==> config.mk <==
export PLATFORM = sky130hd
export DESIGN_NAME = ring_sequence_claim_publish
export DESIGN_NICKNAME = d
export VERILOG_FILES = /design/src/hw/rtl/rscp_pkg.sv /design/src/hw/rtl/ring_sequence_claim_publish.sv /design/src/hw/rtl/rscp_rem_unit.sv
export SDC_FILE = /design/constraint.sdc
export NUM_CORES = 1
export LEC_CHECK = 0
export ABC_AREA = 1
export BUFFER_PORTS_ARGS = -buffer_cell sky130_fd_sc_hd__buf_2
export CAP_MARGIN = 10
export CELL_PAD_IN_SITES_DETAIL_PLACEMENT = 1
export CELL_PAD_IN_SITES_GLOBAL_PLACEMENT = 1
export CORE_MARGIN = 5
export CORE_UTILIZATION = 39
export DETAILED_ROUTE_END_ITERATION = 10
export GPL_TIMING_DRIVEN = 1
export HOLD_SLACK_MARGIN = 0.03
export MAX_ROUTING_LAYER = met4
export PLACE_DENSITY = 0.7
export SYNTH_ARGS = -nofsm -noshare
export SYNTH_HDL_FRONTEND = slang
export SYNTH_SLANG_ARGS = --single-unit
==> constraint.sdc <==
create_clock -name clk -period 8.6 [get_ports clk]
set_input_delay 0.43 -clock clk [delete_from_list [all_inputs] [get_ports clk]]
set_output_delay 0.43 -clock clk [all_outputs]
set_load 0.03 [all_outputs]
==> src/hw/rtl/rscp_pkg.sv <==
`timescale 1ns / 1ps
// ----------------------------------------------------------------------------
// rscp_pkg
// Shared types and constants of the ring sequence claim/publish block.
// ----------------------------------------------------------------------------
package rscp_pkg;

	// field widths of the stream items
	localparam int CNT_W       = 11;
	localparam int ESIZE_W     = 9;
	localparam int BOFF_W      = 18;
	localparam int FSEQ_W      = 32;
	localparam int S_TDATA_W   = 48;
	localparam int S_TUSER_W   = 3;
	localparam int M_TDATA_W   = 104;
	localparam int M_TUSER_W   = 2;

	// configuration port
	localparam int CFG_IDX_W   = 4;
	localparam int CFG_DATA_W  = 11;
	localparam logic [CFG_IDX_W-1:0] REG_SLOT_COUNT   = 4'd0;
	localparam logic [CFG_IDX_W-1:0] REG_ELEMENT_SIZE = 4'd1;

	// register reset values and the element size limit
	localparam logic [CNT_W-1:0]   SLOT_COUNT_RST   = 11'd1024;
	localparam logic [ESIZE_W-1:0] ELEMENT_SIZE_RST = 9'd4;
	localparam logic [ESIZE_W-1:0] ESIZE_MAX        = 9'd256;

	typedef enum logic [1:0] {
		ACT_CLAIM   = 2'd0,
		ACT_PUBLISH = 2'd1,
		ACT_CONSUME = 2'd2
	} action_t;

	typedef enum logic [1:0] {
		ST_OK           = 2'd0,
		ST_NO_ROOM      = 2'd1,
		ST_OUT_OF_ORDER = 2'd2,
		ST_CLAMPED      = 2'd3
	} status_t;

	typedef enum logic [2:0] {
		S_IDLE,
		S_CALC,
		S_DIV,
		S_MUL,
		S_DONE
	} state_t;

endpackage

==> src/hw/rtl/ring_sequence_claim_publish.sv <==
`timescale 1ns / 1ps
// ----------------------------------------------------------------------------
// ring_sequence_claim_publish
// Claim/publish/consume sequencer for a ring of slots shared by producers
// and one consumer.
// ----------------------------------------------------------------------------
// Usage:
//   Requests enter on the s_* stream, one transaction per operation; the
//   action and truncation flag ride in s_tuser, count and range begin in
//   s_tdata. Each request yields exactly one result transaction on m_*,
//   with the status in m_tuser and the grant and readable range in m_tdata.
//   Slot count and element size are written through the cfg_* channel,
//   which is always ready; write them only while no request is in flight.
// Flow:
//   publish, consume and refused claims pass from S_CALC to S_DONE and
//   then load the output register. A granted claim adds the slot offset
//   remainder in S_DIV, worked out one sequence bit per cycle in a serial
//   unit, and then the byte offset multiply in S_MUL before S_DONE.
//   s_tready is high only while idle; one request is handled at a time.
// Reset:
//   all three counters clear to zero, slot count 1024, element size 4.
// Stall:
//   a result waits in the output register while m_tready is low; the next
//   request may be accepted meanwhile and completes up to the output
//   register, where it waits for the previous result to be taken.
// ----------------------------------------------------------------------------
module ring_sequence_claim_publish #(
	parameter int MAX_SLOTS = 1024,
	parameter int SEQ_WIDTH = 32
) (
	input  logic                             clk,
	input  logic                             arst_n,
	// request stream
	input  logic                             s_tvalid,
	output logic                             s_tready,
	input  logic [rscp_pkg::S_TDATA_W-1:0]   s_tdata,  // count, range_begin
	input  logic [rscp_pkg::S_TUSER_W-1:0]   s_tuser,  // action, allow_truncation
	// result stream
	output logic                             m_tvalid,
	input  logic                             m_tready,
	// grant_begin, grant_count, byte_offset, avail_begin, avail_count
	output logic [rscp_pkg::M_TDATA_W-1:0]   m_tdata,
	output logic [rscp_pkg::M_TUSER_W-1:0]   m_tuser,  // status
	// configuration writes
	input  logic                             cfg_valid,
	output logic                             cfg_ready,
	input  logic [rscp_pkg::CFG_IDX_W-1:0]   cfg_index,
	input  logic [rscp_pkg::CFG_DATA_W-1:0]  cfg_data
);
	import rscp_pkg::*;

	localparam int W = SEQ_WIDTH;
	localparam logic [CNT_W-1:0] SLOT_CAP =
		(MAX_SLOTS > ((1 << CNT_W) - 1)) ? CNT_W'((1 << CNT_W) - 1) : CNT_W'(MAX_SLOTS);

	state_t state_q, state_d;

	// configuration and counters
	logic [CNT_W-1:0]   slot_count_q;
	logic [ESIZE_W-1:0] element_size_q;
	logic [W-1:0]       claimed_q;
	logic [W-1:0]       published_q;
	logic [W-1:0]       consumed_q;

	// latched request
	logic [1:0]         action_q;
	logic [CNT_W-1:0]   count_q;
	logic               trunc_q;
	logic [FSEQ_W-1:0]  rbegin_q;

	// result under construction
	status_t            status_q;
	logic [W-1:0]       gbegin_q;
	logic [CNT_W-1:0]   gcount_q;
	logic [BOFF_W-1:0]  boff_q;

	// output register
	logic               m_tvalid_q;
	logic [M_TDATA_W-1:0] m_tdata_q;
	logic [M_TUSER_W-1:0] m_tuser_q;

	// control from the sequencer and the remainder unit
	logic               rem_start;
	logic               load_out;
	logic               rem_done;
	logic [CNT_W-1:0]   rem;

	// effective register values
	logic [CNT_W-1:0]   slots;
	logic [ESIZE_W-1:0] esize;
	logic [W-1:0]       slots_w;

	// operation evaluation
	logic [W-1:0]       free_cnt;
	logic [CNT_W-1:0]   claim_n;
	logic               claim_ok;
	logic [CNT_W-1:0]   grant;
	logic [W-1:0]       rbegin_w;
	logic [W-1:0]       pend;
	logic [W-1:0]       avail_w;
	logic               over;
	logic [W-1:0]       cons_step;
	logic [CNT_W-1:0]   avail_cnt;
	logic [CNT_W+ESIZE_W-1:0] offset_prod;

	// clamp out-of-range register values
	always_comb begin
		slots = slot_count_q;
		if (slots == '0) slots = CNT_W'(1);
		if (slots > SLOT_CAP) slots = SLOT_CAP;
		esize = element_size_q;
		if (esize == '0) esize = ESIZE_W'(1);
		if (esize > ESIZE_MAX) esize = ESIZE_MAX;
		slots_w = W'(slots);
	end

	// claim, publish and consume decisions on the current counters
	always_comb begin
		free_cnt = consumed_q + slots_w - claimed_q;
		claim_n  = (count_q > slots) ? slots : count_q;
		claim_ok = 1'b1;
		grant    = claim_n;
		if (!free_cnt[W-1] && (free_cnt >= W'(claim_n))) begin
			grant = claim_n;
		end else if (free_cnt[W-1] || (free_cnt == '0) || !trunc_q) begin
			claim_ok = 1'b0;
			grant    = '0;
		end else begin
			grant = free_cnt[CNT_W-1:0];
		end

		rbegin_w  = W'(rbegin_q);
		pend      = published_q - consumed_q;
		avail_w   = pend[W-1] ? '0 : pend;
		over      = W'(count_q) > avail_w;
		cons_step = over ? avail_w : W'(count_q);

		// readable amount reported in the result
		if (pend[W-1]) begin
			avail_cnt = '0;
		end else if (pend > slots_w) begin
			avail_cnt = slots;
		end else begin
			avail_cnt = pend[CNT_W-1:0];
		end

		offset_prod = rem * esize;
	end

	// sequencer state register
	always_ff @(posedge clk or negedge arst_n) begin
		if (!arst_n) begin
			state_q <= S_IDLE;
		end else begin
			state_q <= state_d;
		end
	end

	// next state and control
	always_comb begin
		state_d   = state_q;
		s_tready  = 1'b0;
		rem_start = 1'b0;
		load_out  = 1'b0;
		case (state_q)
			S_IDLE: begin
				s_tready = 1'b1;
				if (s_tvalid) state_d = S_CALC;
			end
			S_CALC: begin
				if ((action_q == ACT_CLAIM) && claim_ok) begin
					rem_start = 1'b1;
					state_d   = S_DIV;
				end else begin
					state_d = S_DONE;
				end
			end
			S_DIV: begin
				if (rem_done) state_d = S_MUL;
			end
			S_MUL: begin
				state_d = S_DONE;
			end
			S_DONE: begin
				if (!m_tvalid_q || m_tready) begin
					load_out = 1'b1;
					state_d  = S_IDLE;
				end
			end
			default: begin
				state_d = S_IDLE;
			end
		endcase
	end

	// configuration registers
	always_ff @(posedge clk or negedge arst_n) begin
		if (!arst_n) begin
			slot_count_q   <= SLOT_COUNT_RST;
			element_size_q <= ELEMENT_SIZE_RST;
		end else if (cfg_valid) begin
			if (cfg_index == REG_SLOT_COUNT) begin
				slot_count_q <= cfg_data[CNT_W-1:0];
			end else if (cfg_index == REG_ELEMENT_SIZE) begin
				element_size_q <= cfg_data[ESIZE_W-1:0];
			end
		end
	end

	assign cfg_ready = 1'b1;

	// sequence counters
	always_ff @(posedge clk or negedge arst_n) begin
		if (!arst_n) begin
			claimed_q   <= '0;
			published_q <= '0;
			consumed_q  <= '0;
		end else if (state_q == S_CALC) begin
			case (action_q)
				ACT_CLAIM: begin
					if (claim_ok) claimed_q <= claimed_q + W'(grant);
				end
				ACT_PUBLISH: begin
					if (published_q == rbegin_w) published_q <= rbegin_w + W'(count_q);
				end
				ACT_CONSUME: begin
					consumed_q <= consumed_q + cons_step;
				end
				default: begin
				end
			endcase
		end
	end

	// request capture and result fields
	always_ff @(posedge clk) begin
		if (s_tvalid && s_tready) begin
			action_q <= s_tuser[1:0];
			trunc_q  <= s_tuser[2];
			count_q  <= s_tdata[CNT_W-1:0];
			rbegin_q <= s_tdata[CNT_W+FSEQ_W-1:CNT_W];
		end
		if (state_q == S_CALC) begin
			status_q <= ST_OK;
			gbegin_q <= '0;
			gcount_q <= '0;
			boff_q   <= '0;
			case (action_q)
				ACT_CLAIM: begin
					if (claim_ok) begin
						gbegin_q <= claimed_q;
						gcount_q <= grant;
					end else begin
						status_q <= ST_NO_ROOM;
					end
				end
				ACT_PUBLISH: begin
					if (published_q != rbegin_w) status_q <= ST_OUT_OF_ORDER;
				end
				ACT_CONSUME: begin
					if (over) status_q <= ST_CLAMPED;
				end
				default: begin
				end
			endcase
		end
		if (state_q == S_MUL) begin
			boff_q <= offset_prod[BOFF_W-1:0];
		end
	end

	// slot offset of the grant, started on the claimed counter before it moves
	rscp_rem_unit #(
		.DIVIDEND_W(W)
	) u_rem (
		.clk     (clk),
		.arst_n  (arst_n),
		.start   (rem_start),
		.dividend(claimed_q),
		.divisor (slots),
		.done    (rem_done),
		.rem     (rem)
	);

	// output register
	always_ff @(posedge clk or negedge arst_n) begin
		if (!arst_n) begin
			m_tvalid_q <= 1'b0;
		end else if (load_out) begin
			m_tvalid_q <= 1'b1;
		end else if (m_tready) begin
			m_tvalid_q <= 1'b0;
		end
	end

	always_ff @(posedge clk) begin
		if (load_out) begin
			m_tuser_q <= status_q;
			m_tdata_q <= {avail_cnt, FSEQ_W'(consumed_q), boff_q, gcount_q, FSEQ_W'(gbegin_q)};
		end
	end

	assign m_tvalid = m_tvalid_q;
	assign m_tdata  = m_tdata_q;
	assign m_tuser  = m_tuser_q;

	// a refused claim carries no grant
	assert property (@(posedge clk) disable iff (!arst_n)
		(m_tvalid && (m_tuser == ST_NO_ROOM)) |->
			(m_tdata[FSEQ_W+CNT_W+BOFF_W-1:0] == '0))
		else $error("refused claim reports a grant");

	// readable amount never exceeds the slot count
	assert property (@(posedge clk) disable iff (!arst_n)
		m_tvalid |-> (m_tdata[M_TDATA_W-1:M_TDATA_W-CNT_W] <= slots))
		else $error("avail_count above slot count");

	// remainder stays below the divisor
	assert property (@(posedge clk) disable iff (!arst_n)
		rem_done |-> (rem < slots))
		else $error("slot remainder out of range");

	// one request at a time
	assert property (@(posedge clk) disable iff (!arst_n)
		(s_tvalid && s_tready) |=> !s_tready)
		else $error("request accepted while busy");

endmodule

==> src/hw/rtl/rscp_rem_unit.sv <==
`timescale 1ns / 1ps
// ----------------------------------------------------------------------------
// rscp_rem_unit
// Bit-serial remainder of a sequence number by the slot count, one
// dividend bit per cycle, restoring compare and subtract.
// ----------------------------------------------------------------------------
module rscp_rem_unit #(
	parameter int DIVIDEND_W = 32
) (
	input  logic                      clk,
	input  logic                      arst_n,
	input  logic                      start,
	input  logic [DIVIDEND_W-1:0]     dividend,
	input  logic [rscp_pkg::CNT_W-1:0] divisor,
	output logic                      done,
	output logic [rscp_pkg::CNT_W-1:0] rem
);
	import rscp_pkg::*;

	localparam int ITER_W = $clog2(DIVIDEND_W + 1);

	logic [ITER_W-1:0]     iter_q;
	logic                  done_q;
	logic [DIVIDEND_W-1:0] dividend_q;
	logic [CNT_W-1:0]      divisor_q;
	logic [CNT_W-1:0]      rem_q;
	logic [CNT_W:0]        trial;
	logic [CNT_W:0]        step_rem;

	// one restoring step: shift in the next dividend bit
	always_comb begin
		trial = {rem_q, dividend_q[DIVIDEND_W-1]};
		if (trial >= {1'b0, divisor_q}) begin
			step_rem = trial - {1'b0, divisor_q};
		end else begin
			step_rem = trial;
		end
	end

	// iteration counter and completion pulse
	always_ff @(posedge clk or negedge arst_n) begin
		if (!arst_n) begin
			iter_q <= '0;
			done_q <= 1'b0;
		end else begin
			done_q <= (iter_q == ITER_W'(1));
			if (start) begin
				iter_q <= ITER_W'(DIVIDEND_W);
			end else if (iter_q != '0) begin
				iter_q <= iter_q - ITER_W'(1);
			end
		end
	end

	// operand and partial remainder
	always_ff @(posedge clk) begin
		if (start) begin
			dividend_q <= dividend;
			divisor_q  <= divisor;
			rem_q      <= '0;
		end else if (iter_q != '0) begin
			dividend_q <= dividend_q << 1;
			rem_q      <= step_rem[CNT_W-1:0];
		end
	end

	assign done = done_q;
	assign rem  = rem_q;

endmodule
==> After elaboration in Yosys (flattened, before gate mapping) <==
Index checks and enable logic that the tools add are counted.
{ "word_totals": {"register_bits": 396, "latchBits": 0, "ramBits": 0, "romBits": 0, "input_bits": 71, "wordCells": 114, "memories": 0} }
{ "op_classes": {"n_addsub": 8, "multipliers": 1, "div": 0, "magnitude_cmp": 7, "eq_ne": 13, "shift": 0, "n_mux": 35, "n_bitwise": 1, "n_reduce_logical": 26} }
{ "op_table": {"columns": ["operator", "n"], "rows": [
  ["$add A32 B11 Y32", 3],
  ["$mux W11", 7],
  ["$mux W32", 2],
  ["$sub A32 B32 Y32", 2],
  ["$mux W31", 2],
  ["$mux W18", 2],
  ["$add A32 B31 Y32", 1],
  ["$eq A32 B32 Y1", 1],
  ["$ge A32 B11 Y1", 1],
  ["$gt A32 B11 Y1", 1],
  ["$logic_not A32 Y1", 1],
  ["$ne A32 B32 Y1", 1],
  ["$gt A11 B31 Y1", 1],
  ["$mul A11 B9 Y18", 1],
  ["$mux W9", 2],
  ["$pmux W3 S5", 1],
  ["$ge A12 B11 Y1", 1],
  ["$mux W3", 4],
  ["$mux W6", 2],
  ["$reduce_and A3 Y1", 4],
  ["$gt A11 B11 Y1", 1],
  ["$gt A11 B11 Y1 const B", 1],
  ["$logic_not A11 Y1", 1],
  ["$sub A11 B11 Y11", 1],
  ["25 further kinds", 47]
]} }

==> Depth between registers and ports, before layout <==
Gate-level depths: netlist (run 1).
{ "depth": {"word_depth": 15, "mapped_depth": 46, "ltp_nobuf": 45} }

==> By module <==
Synthesis (run 1) repeated with hierarchy kept, for this count alone.
{ "unflattened": {"hier_cells": 3678, "area_unflattened_um2": 29050.4} }
{ "by_module_without_submodules": {"columns": ["mod", "instances", "cells_per_inst", "area_per_inst_um2", "seq_area_each_um2"], "rows": [
  ["ring_sequence_claim_publish", 1, 3277, 25645.8, 9461.6],
  ["rscp_rem_unit", 1, 401, 3404.5, 1686.6]
]} }

==> Worst setup path after synthesis (run 1) <==
OpenSTA, ideal clock, no wires.
{ "synth_path": {"kind": "register to register", "from": "register slot_count_q[6]", "to": "register claimed_q[18]", "setup_time_ns": 0.117, "t_arrival_ns": 6.077, "required_ns": 8.483, "slack_ns": 2.406, "stages_incl_launch_ff": 45, "path_buffers": 1, "synth_period_minus_slack_ns": 6.194, "cell_sequence": "dfrtp_1 nor4_1 and3_1 nor2_1 inv_1 nand2_1 fa_1 inv_1 fa_1 nand3_1 nand3_1 nand2_1 nand2_1 xnor2_1 inv_1 ha_1 nand2_1 nor2_1 [9 not listed] nand2_4 clkbuf_1 nand2_1 inv_1 ha_1 fa_1 nand3_1 nor2_1 nor2_1 o21ai_0 nand3_1 nand2_1 nand2_1 a21oi_1 nand2_1 xor2_1 nand4_1 nand2_1"} }
{ "synth_between": {"elab_chain_len": 12, "elab_cells_between_ends": 20, "classes_between": "3 x add/sub; 3 x order compare; 7 x mux; 7 x reduce/logical"} }
{ "synth_lines": {"columns": ["element", "line", "text"], "rows": [
  ["start: declaration", "ring_sequence_claim_publish.sv:59", "logic [CNT_W-1:0] slot_count_q;"],
  ["start signal: assignment", "ring_sequence_claim_publish.sv:203", "slot_count_q <= cfg_data[CNT_W-1:0];"],
  ["$logic_not A11 Y1", "ring_sequence_claim_publish.sv:109", "if (slots == '0) slots = CNT_W'(1);"],
  ["$mux W11 *", "ring_sequence_claim_publish.sv:109", null],
  ["$gt A11 B11 Y1", "ring_sequence_claim_publish.sv:110", "if (slots > SLOT_CAP) slots = SLOT_CAP;"],
  ["$mux W11 *", "ring_sequence_claim_publish.sv:110", null],
  ["parallel branches: the longest is 6 deep, another holds $add A32 B11 Y32", null, null],
  ["$mux W11 *", "ring_sequence_claim_publish.sv:123", "if (!free_cnt[W-1] && (free_cnt >= W'(claim_n))) begin"],
  ["via grant[0]", "ring_sequence_claim_publish.sv:97", "logic [CNT_W-1:0] grant;"],
  ["$add A32 B11 Y32 *", "ring_sequence_claim_publish.sv:221", "if (claim_ok) claimed_q <= claimed_q + W'(grant);"],
  ["end signal: assignment", "ring_sequence_claim_publish.sv:221", null],
  ["end: declaration", "ring_sequence_claim_publish.sv:61", "logic [W-1:0] claimed_q;"]
]} }
Mark *: on every way through the listed nets, which the timed path passes.
A chain may end at the register's enable or synchronous reset.

==> Final worst setup path (run 1) <==
{ "layout_path": {"from": "register consumed_q[3]", "to": "register consumed_q[22]"} }
{ "layout_between": {"elab_chain_len": 5} }
{ "layout_lines": {"columns": ["element", "line", "text"], "rows": [
  ["start: declaration", "ring_sequence_claim_publish.sv:63", "logic [W-1:0] consumed_q;"],
  ["start signal: assignment", "ring_sequence_claim_publish.sv:227", "consumed_q <= consumed_q + cons_step;"],
  ["$sub A32 B32 Y32", "ring_sequence_claim_publish.sv:133", "pend = published_q - consumed_q;"],
  ["$mux W31", "ring_sequence_claim_publish.sv:134", "avail_w = pend[W-1] ? '0 : pend;"],
  ["$gt A11 B31 Y1", "ring_sequence_claim_publish.sv:135", "over = W'(count_q) > avail_w;"],
  ["$mux W31", "ring_sequence_claim_publish.sv:136", "cons_step = over ? avail_w : W'(count_q);"],
  ["$add A32 B31 Y32 *", "ring_sequence_claim_publish.sv:227", null]
]} }
Every way passes the cells marked *; elsewhere a longest branch is shown, timed or not.

==> metrics.md, run 1 <==
| Metric | Value |
|---|---|
| Outcome | `complete, no violations` |
| Required time worst endpoint | `9.05 ns` |
| Worst-path clk slew | `0.07 ns` |
| Initial antenna violation count | `0` |
| Cell area after synthesis | `29100 µm²` |
| Worst EP arrival | `8.09 ns` |
| Max_cap viols | `0` |
| Top FF cell, synth | `edfxtp_1` |
| Vias | `25215` |
| Fin Hold WS | `0.135 ns` |
| Share of layout cells above drive strength 1 | `0.0835` |
| Worst min-delay path class | `primary input to flop` |
| Cts repair resizes | `0` |
| Max H-tree Level | `2` |
| Antenna-violating nets left | `0` |
| # fillers | `9177` |
| CP Capture Type | `flop` |
| Max transition margin | `0.263` |
| Synth cell types | `60` |
| Setup bufs post-CTS | `0` |
| Slowest-stage cell, CP | `xor2_1` |
| Top Ports | `180` |
| Port buffer count | `173` |
| Register area | `11100 µm²` |
| Clock tree sinks | `396` |
| Synth-to-layout area growth | `13.4%` |
| Grt total ovfl | `0` |
| Final Util | `0.444` |
| Starting Density | `0.392` |
| P per Cell Area | `416 nW/µm²` |
| Power after layout | `0.0137 W` |
| Dpl hpwl | `75.5 mm` |
| Core ar. | `74200 µm²` |
| NumNets Final | `4287` |
| Via/cell ratio | `5.13` |
| TNS Setup | `0 ns` |
| #FFs+latches synth | `396` |
| Die area | `80100 µm²` |
| Die width | `283 µm` |
| Period utilization | `0.888` |
| First-pass GRT wire length | `148 mm` |
| Max FO, Critical Path | `13` |
| Yosys warns | `0` |
| Post-cts hold buffer count | `48` |
| Most used cell, CP | `nand2_1` |
| RSZ-0062 raised after global routing | `no` |
| Initial drt markers | `1396` |
| Sequential area share after synthesis | `0.384` |
| Final Critical Period | `7.64 ns` |
| CTS tree | `done` |
| Pleak | `16.3 nW` |
| Peak per-stage delay on the critical path | `0.54 ns` |
| Worst clock skew | `0.0339 ns` |
| Ys async rst share | `0.321` |
| Final hold violations | `0` |
| Cells after synthesis | `3675` |
| Root Buffer | `clkbuf_16` |
| WL/cell | `19.2 µm` |
| Drc violations | `0` |
| Clock buffer depth | `3` |
| Area of the multi-input gates | `15300 µm²` |
| Row count | `100` |
| Final setup fails | `0` |
| Worst skew pair latency | `0.60 ns` |
| Number of global-route vias before repair | `26074` |
| Highest clock rate | `0.131 GHz` |
| Fin. max-slew vios | `0` |
| CP Class | `flop to flop` |
| GP Congestion | `0.927` |
| GRT Total Usage | `0.238` |
| Startpoint types | `flop` |
| Tightest Pin Transition | `1.11 ns` |
| CTS Buf Count | `48` |
| Max VDD drop | `224 µV` |
| EDFF count, synth | `258` |
| DRT Pass-1 Iters | `8` |
| WL final | `94.3 mm` |
| Die span in y | `283 µm` |
| Largest net degree at the start of global routing | `93` |
| Synthesized area per cell | `7.91 µm²` |
-- critical path, delay by kind of cell (launching register included) --
kind | cells | cell delay, ns
and+or+nand+nor | 16 | 2.46
AOI/OAI and AO/OA | 10 | 2.12
adders and majority gates | 4 | 1.37
xor gates and xnor gates | 1 | 0.54
DFF | 1 | 0.53
buffers and inverters | 4 | 0.45
-- synth_stat cells, types with 3 or more instances --
master,instances,area (µm²)
dfrtp_1,125,3130
nand3_1,159,796
and3_1,3,18.8
o21ai_0,180,901
fa_1,79,1580
xnor2_1,30,263
a221oi_1,5,43.8
clkinv_1,5,18.8
inv_1,579,2170
a21oi_1,199,996
inv_2,15,56.3
xor2_1,103,902
clkbuf_1,38,143
buf_6,14,158
o21ai_1,11,55.1
o21bai_1,7,52.6
buf_2,12,60.1
nor4_1,19,119
nor2_1,301,1130
buf_4,3,22.5
or2_2,15,93.8
nor2_2,8,50.1
nand2_1,1015,3810
nand3b_1,9,67.6
o211ai_1,4,30.0
buf_1,4,15.0
dfxtp_1,11,220
o31ai_1,5,37.5
a31oi_1,9,56.3
edfxtp_1,258,7750
nand2_2,9,56.3
a21o_1,8,60.1
a21oi_2,3,26.3
o22ai_1,3,18.8
a21boi_0,3,22.5
nand4_1,113,707
ha_1,226,2830
o21a_1,9,67.6
nor3_1,47,235
-- logic make-up after synthesis --
group,after synthesis,synth area share
compound gates,459,0.0855
xor+xnor,133,0.0401
fa+ha+maj,305,0.152
buf+inv,671,0.0916
flops,396,0.384
other cells,2,0.000258
simple gates,1709,0.247
-- final timing paths --
path / from / end / slack, ns / cells after the start
worst min-delay path: cfg_data[2] / element_size_q[2] / 0.14 / 3
worst max-delay path: consumed_q[3] / consumed_q[22] / 0.96 / 35
min in group asynchronous: arst_n / consumed_q[22] / 0.41 / 2
worst max register to register: consumed_q[3] / consumed_q[22] / 0.96 / 35
worst min register to register: gcount_q[10] / m_tdata[42] / 0.42 / 0
max in group asynchronous: arst_n / slot_count_q[9] / 6.76 / 3
-- layout make-up --
type,instances,share of cell area
diodes,1,0.0000759
clock buffers,62,0.0383
clock inverters,27,0.00744
inverters,599,0.0683
multi-input cells,2627,0.466
flip-flops and latches,396,0.338
well taps,969,0.0368
repair buffers,239,0.0451
-- report_power, final --
part	total (W)	switching, W	leakage, nW	internal [W]
combinational	0.00841	0.00572	11.3	0.00270
clock	0.00197	0.000835	0.731	0.00113
sequential	0.00333	0.000563	4.25	0.00277
-- routing by layer --
metal	wire [µm]	vias up	GRT usage
met1	42900	12236	0.309
met3	3820	114	0.0313
li1	-	12443	-
met5	0	-	-
met4	2580	0	0.0596
met2	45000	422	0.397
-- through the flow --
step                      cells  instance area (µm²)  setup WS (ns)
after floorplan            3694                29100           2.41
after global placement     4782                31000           1.16
after detailed placement   4782                31000           1.09
after CTS                  4919                33000           1.07
after global routing       4919                33000          0.162
final                      4920                33000          0.960
-- flip-flops by register name, indices dropped and copies added (netlist names), 11 cells and up --
signal	flops
claimed_q	32
gbegin_q	32
gcount_q	11
count_q	11
m_tdata	104
published_q	32
consumed_q	32
u_rem.dividend_q	32
u_rem.divisor_q	11
rbegin_q	32
slot_count_q	11
boff_q	18
u_rem.rem	11
-- placed cells by master, fill, tap and decap left out, types with 10 or more instances in the layout --
master	n
a21oi_1	199
buf_2	172
buf_4	18
clkbuf_1	13
clkbuf_16	48
clkinv_2	10
conb_1	21
dfrtp_1	125
dfxtp_1	11
dlygate4sd3_1	48
edfxtp_1	258
fa_1	79
ha_1	226
inv_1	578
inv_2	15
nand2_1	1015
nand3_1	159
nand4_1	113
nor2_1	297
nor2_2	10
nor3_1	46
nor4_1	19
o21ai_0	180
o21ai_1	11
or2_2	15
xnor2_1	30
xor2_1	103
(Power assumes the default switching activity.)
==> run 2: changes to the inputs <==
--- a/config.mk
+++ b/config.mk
@@ -5,8 +5,7 @@
 export SDC_FILE = /design/constraint.sdc
 export NUM_CORES = 1
 export LEC_CHECK = 0
-export ABC_AREA = 1
-export BUFFER_PORTS_ARGS = -buffer_cell sky130_fd_sc_hd__buf_2
+export BUFFER_PORTS_ARGS = -buffer_cell sky130_fd_sc_hd__clkbuf_2
 export CAP_MARGIN = 10
 export CELL_PAD_IN_SITES_DETAIL_PLACEMENT = 1
 export CELL_PAD_IN_SITES_GLOBAL_PLACEMENT = 1
@@ -16,7 +15,7 @@
 export GPL_TIMING_DRIVEN = 1
 export HOLD_SLACK_MARGIN = 0.03
 export MAX_ROUTING_LAYER = met4
-export PLACE_DENSITY = 0.7
+export PLACE_DENSITY = 0.67
 export SYNTH_ARGS = -nofsm -noshare
 export SYNTH_HDL_FRONTEND = slang
 export SYNTH_SLANG_ARGS = --single-unit
==> run 2 against run 1 <==
Setup slack worse by 0.44 ns. Highest routed layer unchanged. Non-clock buffer count grew 38. Sequential cell count unchanged. Sequential power shrank 2%. Area after synthesis decreased by 6.4%. Die area down 6.2%. Critical path depth grew 1.
==> metrics.md, run 2 <==
| Metric | Value |
|---|---|
| Largest reg by FF count | `m_tdata` |
| Worst clock skew | `0.0188 ns (-0.0150 ns)` |
| Met2 Wirelength | `42.2 mm (-6.3%)` |
| Slowest-stage cell, CP | `dfstp_2` |
| Max H-tree Level | `2 (unchanged)` |
| Startpoint types | `flop` |
| Met3 WL | `4.15 mm (+8.6%)` |
| Worst min-delay path class | `primary input to flop` |
| Vias | `21399 (-15%)` |
| EDFF count, synth | `258 (unchanged)` |
| Clock tree sinks | `396 (unchanged)` |
| Final Util | `0.456 (+0.0120)` |
| Grt total ovfl | `0 (unchanged)` |
| Largest cells by area after synthesis | `edfxtp_1 (28%), dfrtp_1 (11%), ha_1 (10%)` |
| Post-synth top area share | `0.285 (+0.0182)` |
| Synthesized area per cell | `10.2 µm² (+30%)` |
| Commonest cells after routing, fill and taps aside | `edfxtp_1 (258), inv_1 (228), ha_1 (226)` |
| Kind of cell adding the most delay to the critical path | `compound AO/OA/AOI/OAI gates` |
| CP Class | `flop to flop` |
| Initial drt markers | `1066 (-24%)` |
| Leading area contributor after synthesis | `edfxtp_1` |
| Fin. max-slew vios | `0 (unchanged)` |
| Die span in y | `274 µm (-3.1%)` |
| Synth-to-layout area growth | `15.6%` |
| P per Cell Area | `434 nW/µm² (+4.3%)` |
| Most used cell, CP | `a21oi_1` |
| Required time worst endpoint | `9.05 ns (about the same)` |
| Final setup fails | `0 (unchanged)` |
| Ys async rst share | `0.321 (unchanged)` |
| DRT Pass-1 Iters | `5 (-3)` |
| Worst R2R End | `claimed_q[30]` |
| Flop2flop setup slack | `0.52 ns (-0.44 ns)` |
| Worst-path clk slew | `0.06 ns (about the same)` |
| Top Ports | `180 (unchanged)` |
| Period utilization | `0.940 (+0.0512)` |
| Cells after synthesis | `2656 (-28%)` |
| Hold Path Sink | `slot_count_q[10]` |
| Drc violations | `0 (unchanged)` |
| Row count | `96 (-4.0%)` |
| Synth cell types | `84 (+40%)` |
| Max transition margin | `0.376 (+0.113)` |
| CTS Buf Count | `47 (-2.1%)` |
| GRT Total Usage | `0.238 (about the same)` |
| Yosys warns | `0 (unchanged)` |
| Setup bufs post-CTS | `0 (unchanged)` |
| Fin Hold WS | `0.106 ns (-0.0292 ns)` |
| Share of layout cells above drive strength 1 | `0.139 (+0.0555)` |
| Die area | `75100 µm² (-6.2%)` |
| Core ar. | `68900 µm² (-7.1%)` |
| WL final | `87.6 mm (-7.0%)` |
| Post-synth top cells | `edfxtp_1 (258), inv_1 (228), ha_1 (226)` |
| Final hold violations | `0 (unchanged)` |
| Top FF cell, synth | `edfxtp_1` |
| TNS Setup | `0 ns (unchanged)` |
| Dpl hpwl | `68.0 mm (-9.8%)` |
| Power after layout | `0.0136 W (-0.50%)` |
| R2r startpoint | `slot_count_q[10]` |
| Tightest Pin Transition | `0.936 ns (-0.170 ns)` |
| GP Congestion | `0.897 (-3.2%)` |
| Port buffer count | `173 (unchanged)` |
| Most common cell after layout, fill and taps aside | `edfxtp_1` |
| #FFs+latches synth | `396 (unchanged)` |
| Hold path startpoint | `cfg_data[10]` |
| Via/cell ratio | `5.54 (+8.0%)` |
| RSZ-0062 raised after global routing | `no` |
| Pleak | `13.6 nW (-17%)` |
| First-pass GRT wire length | `135 mm (-8.5%)` |
| Met1 wire length | `38.2 mm (-11%)` |
| Max FO, Critical Path | `15 (+2)` |
| WL/cell | `22.7 µm (+18%)` |
| Outcome | `complete, no violations` |
| Hold Path Stages | `3 (unchanged)` |
| Number of global-route vias before repair | `22909 (-12%)` |
| Max VDD drop | `206 µV (-7.8%)` |
| Peak per-stage delay on the critical path | `0.78 ns (+0.24 ns)` |
| Root Buffer | `clkbuf_16` |
| Antenna-violating nets left | `0 (unchanged)` |
| Clock buffer depth | `3 (unchanged)` |
| Highest clock rate | `0.124 GHz (-5.4%)` |
| NumNets Final | `3271 (-24%)` |
| Max Used Layer | `met4` |
| Die width | `274 µm (-3.1%)` |
| Cell area after synthesis | `27200 µm² (-6.4%)` |
| Register-to-Register Path Depth | `36 (+2.9%)` |
| Largest net degree at the start of global routing | `77 (-17%)` |
| Placed cells | `3731 (-22%)` |
| Worst EP arrival | `8.53 ns (+0.44 ns)` |
| Worst skew pair latency | `0.59 ns (about the same)` |
| Max_cap viols | `0 (unchanged)` |
| Initial antenna violation count | `4 (+4)` |
| CTS tree | `done` |
| Most common cell in the synthesized netlist | `edfxtp_1` |
| Largest register FFs | `104 (unchanged)` |
| Sequential area share after synthesis | `0.410 (+0.0261)` |
| Final Critical Period | `8.08 ns (+0.440 ns)` |
| Starting Density | `0.395 (+0.00295)` |
| Final non-filler cell total | `3866 (-21%)` |
| CP Capture Type | `flop` |
| Crit path buf inv count | `2 (-2)` |
## run 2: cell types whose count changed after synthesis, moves of 49 or more
cell / previous run / this run
and2_1: 2 / 64
inv_1: 579 / 228
o21ai_0: 180 / 131
nor2_1: 301 / 132
nand3_1: 159 / 73
a21oi_1: 199 / 139
nand2_1: 1015 / 213
nand4_1: 113 / 44
## run 2: layer usage
| layer | vias up | global-route usage |
|---|---|---|
| met5 | - | - |
| met4 | 0 | 0.0743 |
| met3 | 151 | 0.0374 |
| met2 | 435 | 0.396 |
| met1 | 10755 | 0.299 |
| li1 | 10058 | - |
## run 2: cell families (layout without fill, tap and decap cells)
| logic type | count (synthesis) | in the layout | share of synthesized area |
|---|---|---|---|
| XOR/XNOR | 149 | 149 | 0.0480 |
| multiplexers | 100 | 100 | 0.0446 |
| buffers and inverters | 334 | 593 | 0.0481 |
| other | 2 | 22 | 0.000276 |
| flip-flops | 396 | 396 | 0.410 |
| adder cells (fa/ha/maj) | 305 | 305 | 0.162 |
| AO/OA/AOI/OAI | 593 | 593 | 0.143 |
| AND/OR/NAND/NOR | 777 | 777 | 0.144 |
## run 2: worst max path at each step
stage	from	end	slack [ns]	cells after the start
after floorplan	slot_count_q[10]	claimed_q[30]	1.31	38
after global placement	slot_count_q[6]	claimed_q[30]	0.62	33
after detailed placement	consumed_q[20]	consumed_q[28]	0.45	33
after CTS	slot_count_q[7]	claimed_q[30]	0.42	33
after global routing	slot_count_q[10]	claimed_q[30]	0.03	36
final	slot_count_q[10]	claimed_q[30]	0.52	36
## run 2: cell type report
| type | count | area, µm² |
|---|---|---|
| Antenna cell | 1 | 2.50 |
| Clock buffer | 65 | 1350 |
| Clock inverter | 23 | 249 |
| Fill cell | 7704 | 37500 |
| Inverter | 228 | 856 |
| Multi-Input combinational cell | 1945 | 14900 |
| Sequential cell | 396 | 11100 |
| Tap cell | 931 | 1160 |
| Timing Repair Buffer | 277 | 1780 |
## run 2: repair_timing
item | CTS | global route
resized for setup | 0 | 8
endpoints found under the setup margin | 0 | 24
endpoints found under the hold margin | 120 | 0
hold buffers | 46 | 0
## run 2: where the power goes
part / internal, W / leakage, nW / switching [W]
logic: 0.00318 / 8.55 / 0.00514
clock network: 0.00122 / 0.775 / 0.000844
registers: 0.00275 / 4.24 / 0.000504
total: 0.00715 / 13.6 / 0.00649
## run 2: stage by stage
stage                     instance area [µm²]  worst slack, ns
after global placement                  29400            0.623
after floorplan                         27300             1.31
after global routing                    31500           0.0285
after CTS                               31400            0.419
after detailed placement                29400            0.449
final                                   31500            0.520
## run 2: worst min-delay path, delay by kind of cell
family	cells	cell delay, ns
buf+inv	1	0.11
simple gates	1	0.07
compound gates	1	0.07
==> run 3: changes to the inputs <==
--- a/config.mk
+++ b/config.mk
@@ -5,6 +5,7 @@
 export SDC_FILE = /design/constraint.sdc
 export NUM_CORES = 1
 export LEC_CHECK = 0
+export ABC_AREA = 1
 export BUFFER_PORTS_ARGS = -buffer_cell sky130_fd_sc_hd__clkbuf_2
 export CAP_MARGIN = 10
 export CELL_PAD_IN_SITES_DETAIL_PLACEMENT = 1
@@ -15,7 +16,7 @@
 export GPL_TIMING_DRIVEN = 1
 export HOLD_SLACK_MARGIN = 0.03
 export MAX_ROUTING_LAYER = met4
-export PLACE_DENSITY = 0.67
+export PLACE_DENSITY = 0.7
 export SYNTH_ARGS = -nofsm -noshare
 export SYNTH_HDL_FRONTEND = slang
 export SYNTH_SLANG_ARGS = --single-unit
==> run 3 against run 2 <==
Utilization fell by 1.2 points. Clock power about the same. Total power grew 1.1%. Clock skew shrank 0.0026 ns. Largest power group unchanged. Die area rose by 6.6%. Sequential power increased by 3%. Critical path depth is 3 higher. Count of clock-buffer cells in the layout stayed put. Sequential share of layout area shrank 1.6 points. Non-clock buffer count is 40 lower. Worst hold slack lost 0.046 ns.
==> metrics.md, run 3 (synthesized netlist as in run 1, its figures left out) <==
| Metric | Value |
|---|---|
| Outcome | `complete, no violations` |
| Worst min-delay path class | `primary input to flop` |
| Peak per-stage delay on the critical path | `0.60 ns (-0.18 ns)` |
| Combinational share of power | `0.611 (about the same)` |
| Max FO, Critical Path | `13 (-2)` |
| Final Critical Period | `7.60 ns (-0.481 ns)` |
| Starting Density | `0.392 (-0.00295)` |
| First-pass GRT wire length | `148 mm (+9.8%)` |
| Die area | `80100 µm² (+6.6%)` |
| Hold Path Stages | `2 (-1)` |
| N_diodes | `0 (-1)` |
| Max H-tree Level | `2 (unchanged)` |
| WL/cell | `19.3 µm (-15%)` |
| Clock buffer depth | `3 (unchanged)` |
| Hold Path Sink | `m_tvalid` |
| GRT Total Usage | `0.239 (+0.000984)` |
| Pleak | `16.3 nW (+20%)` |
| Synth-to-layout area growth | `13.5%` |
| Final hold violations | `0 (unchanged)` |
| Sequential power share | `0.242 (+0.004)` |
| R2r startpoint | `consumed_q[5]` |
| Row count | `100 (+4.2%)` |
| Highest clock rate | `0.132 GHz (+6.3%)` |
| Share of layout cells above drive strength 1 | `0.0837 (-0.0554)` |
| Worst skew pair latency | `0.59 ns (about the same)` |
| Hold path startpoint | `m_tready` |
| Port buffer count | `173 (unchanged)` |
| Setup bufs post-CTS | `0 (unchanged)` |
| Fin. max-slew vios | `0 (unchanged)` |
| Final setup fails | `0 (unchanged)` |
| Worst-path clk slew | `0.06 ns (about the same)` |
| Final Util | `0.444 (-0.0118)` |
| Drc violations | `0 (unchanged)` |
| CTS tree | `done` |
| Switching pwr | `0.00715 W (+10%)` |
| GP Congestion | `0.917 (+2.3%)` |
| Core ar. | `74200 µm² (+7.6%)` |
| Max VDD drop | `153 µV (-26%)` |
| Root Buffer | `clkbuf_16` |
| Worst EP arrival | `8.05 ns (-0.48 ns)` |
| Top Ports | `180 (unchanged)` |
| Grt total ovfl | `0 (unchanged)` |
| Largest net degree at the start of global routing | `87 (+13%)` |
| Net switching fraction of the power | `0.518 (+0.0424)` |
| P per Cell Area | `418 nW/µm² (-3.6%)` |
| Pint | `0.00664 W (-7.1%)` |
| Startpoint types | `flop` |
| Power after layout | `0.0138 W (+1.1%)` |
| Pre-CTS setup slack | `1.06 ns (+0.616 ns)` |
| Die span in y | `283 µm (+3.2%)` |
| Antenna-violating nets left | `0 (unchanged)` |
| CTS Buf Count | `46 (-2.1%)` |
| Largest register FFs | `104 (unchanged)` |
| Worst R2R End | `consumed_q[22]` |
| Post-cts hold buffer count | `46 (unchanged)` |
| Max_cap viols | `0 (unchanged)` |
| Fin worst setup slack | `1.00 ns (+0.481 ns)` |
| Period utilization | `0.884 (-0.0559)` |
| Most common cell after layout, fill and taps aside | `nand2_1` |
| Commonest cells after routing, fill and taps aside | `nand2_1 (1015), inv_1 (578), nor2_1 (297)` |
| Dpl hpwl | `75.5 mm (+11%)` |
| Cts repair resizes | `0 (unchanged)` |
| Tightest Pin Transition | `1.17 ns (+0.230 ns)` |
| DRT Pass-1 Iters | `5 (unchanged)` |
| Number of global-route vias before repair | `26152 (+14%)` |
| Worst clock skew | `0.0162 ns (-0.00264 ns)` |
| Flop2flop setup slack | `1.00 ns (+0.48 ns)` |
| Max transition margin | `0.222 (-0.154)` |
| Required time worst endpoint | `9.05 ns (about the same)` |
| CP Capture Type | `flop` |
| Clock power frac | `0.147 (-0.004)` |
| Largest reg by FF count | `m_tdata` |
| TNS Setup | `0 ns (unchanged)` |
| Clock tree sinks | `396 (unchanged)` |
| Die width | `283 µm (+3.2%)` |
| Register-to-Register Path Depth | `39 (+8.3%)` |
| WL final | `95.0 mm (+8.4%)` |
| CP Class | `flop to flop` |
| Initial antenna violation count | `0 (-4)` |
| Via/cell ratio | `5.16 (-6.7%)` |
| NumNets Final | `4283 (+31%)` |
| RSZ-0062 raised after global routing | `no` |
| Most used cell, CP | `nand2_1` |
| Vias | `25364 (+19%)` |
| Initial drt markers | `1379 (+29%)` |
| Slowest-stage cell, CP | `dfrtp_1` |
[run 3: cell count changes in the layout (fill, tap and decap cells not counted), moves of 39 or more]
cell,change
nand3_1,+86
buf_4,-39
nand2_1,+803
nand4_1,+69
a21o_1,-46
o21ai_0,+50
and2_1,-61
nor2b_1,-39
nor2_1,+168
xnor2_1,-46
inv_1,+350
a21oi_1,+60
[run 3: per-layer routing]
| metal | GRT usage | part of all wire |
|---|---|---|
| met4 | 0.0438 | 0.019 |
| met3 | 0.0260 | 0.036 |
| met5 | - | 0 |
| met1 | 0.311 | 0.46 |
| met2 | 0.410 | 0.49 |
[run 3: worst max path at each step]
stage,to,slack [ns],start
2_1_floorplan,claimed_q[18],2.41,slot_count_q[6]
6_report,consumed_q[22],1.00,consumed_q[5]
3_3_place_gp,claimed_q[18],1.18,slot_count_q[6]
4_1_cts,claimed_q[18],1.03,slot_count_q[6]
5_1_grt,claimed_q[30],0.17,slot_count_q[2]
3_5_place_dp,claimed_q[30],1.06,slot_count_q[2]
[run 3: critical path, delay by kind of cell (launching register included)]
kind,cells,cell delay [ns]
DFF,1,0.60
and+or+nand+nor,21,3.11
adders and majority gates,4,1.32
AOI/OAI and AO/OA,10,1.95
buffers and inverters,4,0.46
[run 3: cell type report]
class                      count  area (µm²)
tap                          969        1210
timing repair buffer         237        1470
sequential                   396       11100
clock inverter                21         253
multi-input combinational   2627       15300
fill                        9086       41200
inverter                     599        2250
clock buffer                  65        1290
[run 3: per-stage QoR]
stage	instances	area, µm²	hold slack (ns)
4_1_cts	4914	33000	0.0303
5_1_grt	4914	33000	0.0361
3_3_place_gp	4782	31000	0.401
2_1_floorplan	3694	29100	0.134
3_5_place_dp	4782	31000	0.405
6_report	4914	33000	0.0604
[run 3: power by group through the flow]
| stage | clock (W) | sequential, W | combinational [W] |
|---|---|---|---|
| global route | 0.00217 | 0.00339 | 0.00958 |
| detailed placement | 0 | 0.00338 | 0.00836 |
| floorplan | 0 | 0.00334 | 0.00602 |
| global placement | 0 | 0.00336 | 0.00814 |
| finish | 0.00203 | 0.00334 | 0.00842 |
| CTS | 0.00208 | 0.00335 | 0.00845 |
